## src/rtl/core/ica_pkg.sv

```systemverilog
package ica_pkg;

	localparam int DATA_WIDTH = 32;
	localparam int ROOT_FRAC_BITS = 8;
	localparam int ROOT_WIDTH = (DATA_WIDTH + 1) / 2 + ROOT_FRAC_BITS;
	localparam int NUM_CELLS = (DATA_WIDTH > ROOT_WIDTH) ? DATA_WIDTH : ROOT_WIDTH;
	localparam int RAD_WIDTH = 2 * NUM_CELLS;

	localparam logic [DATA_WIDTH-1:0] HALF = {1'b1, {(DATA_WIDTH-1){1'b0}}};
	localparam logic [DATA_WIDTH-1:0] MAX_POS = {1'b0, {(DATA_WIDTH-1){1'b1}}};

	typedef enum logic [2:0] {
		CMD_ADD   = 3'd0,
		CMD_SUB   = 3'd1,
		CMD_MUL   = 3'd2,
		CMD_DIV   = 3'd3,
		CMD_POW   = 3'd4,
		CMD_REM   = 3'd5,
		CMD_ROOTS = 3'd6
	} cmd_t;

	typedef enum logic [1:0] {
		ERR_NONE     = 2'd0,
		ERR_DIV_ZERO = 2'd1,
		ERR_POW_SAT  = 2'd2,
		ERR_NEG_ROOT = 2'd3
	} err_t;

	typedef struct packed {
		logic [RAD_WIDTH-1:0] rad;
		logic [NUM_CELLS-1:0] root;
		logic [NUM_CELLS:0]   rem;
	} root_t;

	typedef struct packed {
		cmd_t                  cmd;
		logic                  a_neg;
		logic                  b_neg;
		logic                  neg_res;
		logic                  div_ok;
		logic                  pw_run;
		logic [DATA_WIDTH-1:0] res_early;
		err_t                  err_early;
		logic [NUM_CELLS-1:0]  dvd;
		logic [DATA_WIDTH-1:0] drem;
		logic [DATA_WIDTH-1:0] dsor;
		root_t                 sa;
		root_t                 sb;
		logic [DATA_WIDTH-1:0] base;
		logic [DATA_WIDTH-1:0] acc;
		logic [NUM_CELLS-1:0]  expo;
		logic                  big;
		logic                  ovf;
	} cell_t;

endpackage

```

## src/rtl/core/ica_finish.sv

```systemverilog
module ica_finish (
	input  ica_pkg::cell_t                 data,
	output logic [ica_pkg::DATA_WIDTH-1:0] res,
	output logic [ica_pkg::ROOT_WIDTH-1:0] ra,
	output logic [ica_pkg::ROOT_WIDTH-1:0] rb,
	output logic [1:0]                     err
);
	import ica_pkg::*;

	localparam int DW = DATA_WIDTH;

	logic [DW-1:0] q;

	always_comb begin
		q = data.dvd[DW-1:0];
		res = data.res_early;
		ra = '0;
		rb = '0;
		err = data.err_early;
		unique case (data.cmd)
			CMD_DIV: begin
				if (data.div_ok) res = (data.a_neg ^ data.b_neg) ? (~q + 1'b1) : q;
			end
			CMD_REM: begin
				if (data.div_ok) res = data.a_neg ? (~data.drem + 1'b1) : data.drem;
			end
			CMD_POW: begin
				if (data.pw_run) begin
					if (data.ovf) begin
						res = data.neg_res ? HALF : MAX_POS;
						err = ERR_POW_SAT;
					end else begin
						res = data.neg_res ? (~data.acc + 1'b1) : data.acc;
					end
				end
			end
			CMD_ROOTS: begin
				res = '0;
				ra = data.sa.root[ROOT_WIDTH-1:0];
				rb = data.sb.root[ROOT_WIDTH-1:0];
			end
			default: begin
			end
		endcase
	end

endmodule

```

## config.mk

```make
export PLATFORM = sky130hd
export DESIGN_NAME = ica_finish
export DESIGN_NICKNAME = d
export VERILOG_FILES = /design/src/rtl/core/ica_pkg.sv /design/src/rtl/core/ica_finish.sv
export SDC_FILE = /design/constraint.sdc
export NUM_CORES = 1
export LEC_CHECK = 0
export BUFFER_PORTS_ARGS = -buffer_cell sky130_fd_sc_hd__buf_2
export CORE_AREA = 2 2 222 224
export DETAILED_ROUTE_END_ITERATION = 8
export DIE_AREA = 0 0 224 226
export GPL_ROUTABILITY_DRIVEN = 0
export PLACE_DENSITY_LB_ADDON = 0.15
export SYNTH_ARGS = -nofsm -noshare
export SYNTH_HDL_FRONTEND = slang
export SYNTH_SLANG_ARGS = --single-unit
export TNS_END_PERCENT = 100
```

## constraint.sdc

```tcl
create_clock -name vclk -period 2.53
set_input_delay 0.1265 -clock vclk [all_inputs]
set_output_delay 0.1265 -clock vclk [all_outputs]
set_load 0.02 [all_outputs]
```

==> results of run 1 <==
[where the power goes]
group	total [mW]	internal (mW)	leakage, nW	switching, mW
sequential	0	0	0	0
combinational	1.13	0.465	2.87	0.663
clock	0.000000106	0.000000106	0.0000127	0
[area by class of cell]
class                      count  area (sq um)
fill                        5648         41600
timing repair buffer         378          2240
tap                          622           778
antenna                        2          5.00
inverter                      11          41.3
multi-input combinational    561          3690
[per-layer routing]
| layer | up-vias | global-route usage, % | part of all wire, % |
|---|---|---|---|
| met5 | - | 0 | 0.12 |
| met4 | 8 | 0.581 | 0.58 |
| met3 | 12 | 1.60 | 4.9 |
| met2 | 209 | 14.8 | 37 |
| met1 | 2846 | 19.7 | 57 |
| li1 | 3001 | - | - |
[repair_timing]
action | 4_1_cts | 5_1_grt
setup endpoints to repair | 7 | 13
pin swaps | 1 | 7
gates resized for setup | 6 | 26
endpoints found under the hold margin | 0 | 0
[worst max-delay path, cell delays in order]
cell       delay (ns)
buf_6            0.09
or4_4            0.53
or4b_4           0.56
o31ai_4          0.19
xor2_1           0.19
buf_4            0.16
o2bb2ai_4        0.09
a221o_1          0.33
buf_6            0.14
[cell usage after synthesis, drive strengths merged (11+ instances only)]
cell type	instances	area share (%)
xnor2	33	7.6
nor2	68	6.8
xor2	21	4.9
a22oi	12	2.4
o31ai	18	3.9
o21ai	38	5.0
o211ai	12	2.4
or3	20	3.4
o22ai	13	2.1
nand3	12	1.7
clkbuf	41	4.1
nor4	16	2.8
a21oi	25	3.3
inv	11	1.1
nand2	53	5.2
nor3	37	4.9
and2	51	8.4
[worst paths after layout]
path / end / slack [ns] / depth (start not counted)
worst max-delay path: res[26] / -0.009 / 9
worst min-delay path: err[1] / 0.56 / 3
[cells by family after synthesis]
| group | Yosys count |
|---|---|
| compound gates | 182 |
| xor+xnor | 54 |
| fa+ha+maj | 3 |
| buf+inv | 56 |
| mux | 14 |
| simple gates | 308 |
[metrics by stage]
step / cell area, sq um / cells
final: 6760 / 1574
after floorplan: 3790 / 617
after CTS: 6640 / 1572
after global placement: 6620 / 1572
after detailed placement: 6620 / 1572
after global routing: 6750 / 1572
==> run_results.csv, run 1 <==
group,metric,value,unit
status,outcome,"finished, violations left",
status,violations,"setup timing",
global_routing,first_global_vias,5791,
global_routing,grt_antenna_before_repair,10,
synth,synth_top_family_by_area,"simple AND/OR/NAND/NOR gates",
finish,area.sequential,0,sq um
synth,synthMuxAreaShare,3.83,%
drt,post_drt_wl_per_cell,19.9,um
die,ioPinCount,576,
finish,final_cell_mix,"buf_2 (263), buf_4 (107), nor2_1 (66)",
finish,utilization,14.0,%
die,dieArea,50600,sq um
die,fp-row-count,81,
timing,setup_viol,1,
synth,syn_avg_cell_area,6.14,sq um
die,start_util,7.84,%
global_routing,grt-ovfl-total,0,
synth,yosysWarnings,0,
timing,hold_violations,0,
synth,netlist_instances,617,
drt,routed_wirelength,31400,um
synth,yosys.area_share.simple,43.1,%
critical_path,crit_arrival,2.41,ns
critical_path,end_kind,"output pin",
power_and_ir_drop,vdd_drop_max,69.0,uV
timing,fin_ws,-0.00944,ns
clocking,hold_buffers,0,
synth,synth_xor_area_share,12.5,%
drt,vias_per_cell,3.86,
die,coreArea,48300,sq um
global_routing,track_usage,11.4,%
timing,fin_crit_sh,100,%
power_and_ir_drop,p_leak,2.87,nW
drt,ant_nets,0,
power_and_ir_drop,power,1.13,mW
timing,drv_slew,0,
finish,area_growth,78.3,%
drt,drt_iter0_drc,403,
timing,min_period,2.54,ns
global_routing,grt_max_degree,49,
placement,port_buffers,269,
finish,seq_cells,0,
synth,syn_nets,1114,
placement,post-place-ws,-0.199,ns
min_path,hold_class,"input pin to output pin",
finish,nClkBuffers,0,
timing,rsz0062_at_grt,"yes",
synth,synth_compound_area_share,33.6,%
drt,drc,0,
global_routing,grt_first_pass_wirelength,42600,um
die,fp.dieH,226,um
critical_path,crit_type,"input pin to output pin",
min_path,min_from,"data[453]",
placement,dp_hpwl,27300,um
die,die_x,224,um
finish,final_common_cell,"buf_2",
critical_path,crit_fanout,2,
timing,tightest_slew,0.610,ns
critical_path,worstPathRequired,2.40,ns
synth,synth_fa_ha_area_share,0.990,%
synth,synth.distinct_cells,64,
synth,synth_seq_area_share,0,%
drt,first_pass_iters,5,
synth,syn_area,3790,sq um
critical_path,crit_path_start,"data[402]",
timing,fin_tns_setup,-0.00944,ns
critical_path,startpoint_type,"input pin",
clocking,cts_setup_buffers,0,
timing,timing.hold.ws,0.564,ns
timing,fmax,394,MHz
timing,max_slew_margin,59.4,%
power_and_ir_drop,p_per_area,167,nW/um^2
flow_run,cap_viol_max_count,0,
drt,num_vias,6076,
finish,nets,1449,
finish,drive_gt1_share,43.9,%
No activity file was read; power rests on OpenSTA's default activity.
==> run 2: changes to the inputs <==
==> constraint.sdc (replaced) <==
create_clock -name vclk -period 2.72
set_input_delay 0.136 -clock vclk [all_inputs]
set_output_delay 0.136 -clock vclk [all_outputs]
set_load 0.02 [all_outputs]
==> run 2 against run 1 <==
  * The flow now finishes without violations
  * Die area unchanged
  * Highest routed layer unchanged
  * Worst hold slack better by 0.0052 ns
  * Critical path type unchanged
  * Critical path depth did not move
  * Worst setup slack improved by 0.12 ns
==> run_results.csv, run 2 (synthesis results as in run 1) <==
group,metric,value,unit
finish,area_growth,67.7,%
finish,area.sequential,0,sq um
finish,final_cell_mix,"buf_2 (268), buf_4 (76), nor2_1 (66)",
drt,ant_nets,0,
clocking,hold_buffers,0,
global_routing,grt_first_pass_wirelength,41900,um
global_routing,grt-ovfl-total,0,
drt,num_vias,5978,
global_routing,grtUsageMet3,1.89,%
placement,post-place-ws,0.0454,ns
power_and_ir_drop,power,984,uW
die,fp.dieH,226,um
status,outcome,"complete, no violations",
finish,seq_cells,0,
critical_path,crit_chain,"buf_2 -> or4_4 -> or4b_4 -> o31ai_4 -> xor2_1 -> buf_4 -> o2bb2ai_1 -> a221o_1 -> clkbuf_4",
critical_path,path_buf_inv,3,
drt,first_pass_iters,5,
timing,hold_violations,0,
timing,fmax,383,MHz
global_routing,first_global_vias,5590,
placement,dpl.cell_count,1539,
critical_path,cp_slowest_cell,"or4b_4",
critical_path,worstPathRequired,2.58,ns
global_routing,grt_util_met1,19.3,%
critical_path,crit_arrival,2.47,ns
timing,fin_crit_sh,96.0,%
drt,drt_iter0_drc,490,
global_routing,grt_util_met2,14.7,%
flow_run,cap_viol_max_count,0,
global_routing,grt_antenna_before_repair,13,
placement,port_buffers,269,
power_and_ir_drop,p_leak,2.66,nW
finish,fin_cells,1543,
die,fp-row-count,81,
global_routing,grt-busiest-layer,"met1",
finish,nets,1416,
drt,routed_wirelength,30700,um
critical_path,crit_fanout,2,
critical_path,cp_slowest_stage_delay,0.58,ns
critical_path,crit_family,"simple AND/OR/NAND/NOR gates",
die,die_x,224,um
timing,rsz0062_at_grt,"yes",
finish,final_common_cell,"buf_2",
timing,fin_ws,0.110,ns
drt,vias_per_cell,3.87,
die,coreArea,48300,sq um
power_and_ir_drop,p_per_area,155,nW/um^2
timing,setup_viol,0,
placement,dp_hpwl,26900,um
global_routing,track_usage,11.3,%
die,ioPinCount,576,
critical_path,end_kind,"output pin",
finish,drive_gt1_share,40.5,%
power_and_ir_drop,vdd_drop_max,65.8,uV
die,dieArea,50600,sq um
timing,drv_slew,0,
drt,post_drt_wl_per_cell,19.9,um
drt,drc,0,
die,start_util,7.84,%
critical_path,crit_type,"input pin to output pin",
global_routing,grt_max_degree,49,
critical_path,startpoint_type,"input pin",
timing,max_slew_margin,59.7,%
clocking,cts_setup_buffers,0,
finish,nClkBuffers,0,
timing,min_period,2.61,ns
clocking,cts_resized,0,
timing,tightest_slew,0.604,ns
min_path,hold_class,"input pin to output pin",
## run 2: report_power, final
part           switching [mW]  internal [mW]    total, mW
Sequential                  0              0            0
Combinational           0.594          0.389        0.984
Clock                       0    0.000000198  0.000000198
## run 2: worst min-delay path, cell delays in order
cell and delay, ns:
buf_2 0.08, a21o_1 0.07, buf_2 0.16
## run 2: cell type report
class	count	area (sq um)
diodes	4	10.0
multi-input cells	561	3610
well taps	622	778
repair buffers	345	1920
fillers	5659	42000
inverters	11	41.3
## run 2: per-stage QoR
stage / TNS (ns) / util (%) / hold slack (ns) / area, sq um
3_5_place_dp: 0 / 13.1 / 0.573 / 6320
2_1_floorplan: 0 / - / 0.433 / 3790
4_1_cts: 0 / 13.1 / 0.572 / 6320
3_3_place_gp: 0 / 13.1 / 0.575 / 6320
5_1_grt: -0.0584 / 13.1 / 0.580 / 6350
6_report: 0 / 13.2 / 0.570 / 6360
## run 2: layer usage
layer / vias to the layer above / routed length (um)
met2: 220 / 11500
met1: 2801 / 17400
met4: 14 / 12
met5: - / 82
li1: 2929 / -
met3: 14 / 1760
## run 2: path summary, 6_finish.rpt
path,from,endpoint,slack (ns),cells past startpoint
min,data[453],err[1],0.57,3
max,data[404],res[26],0.11,9
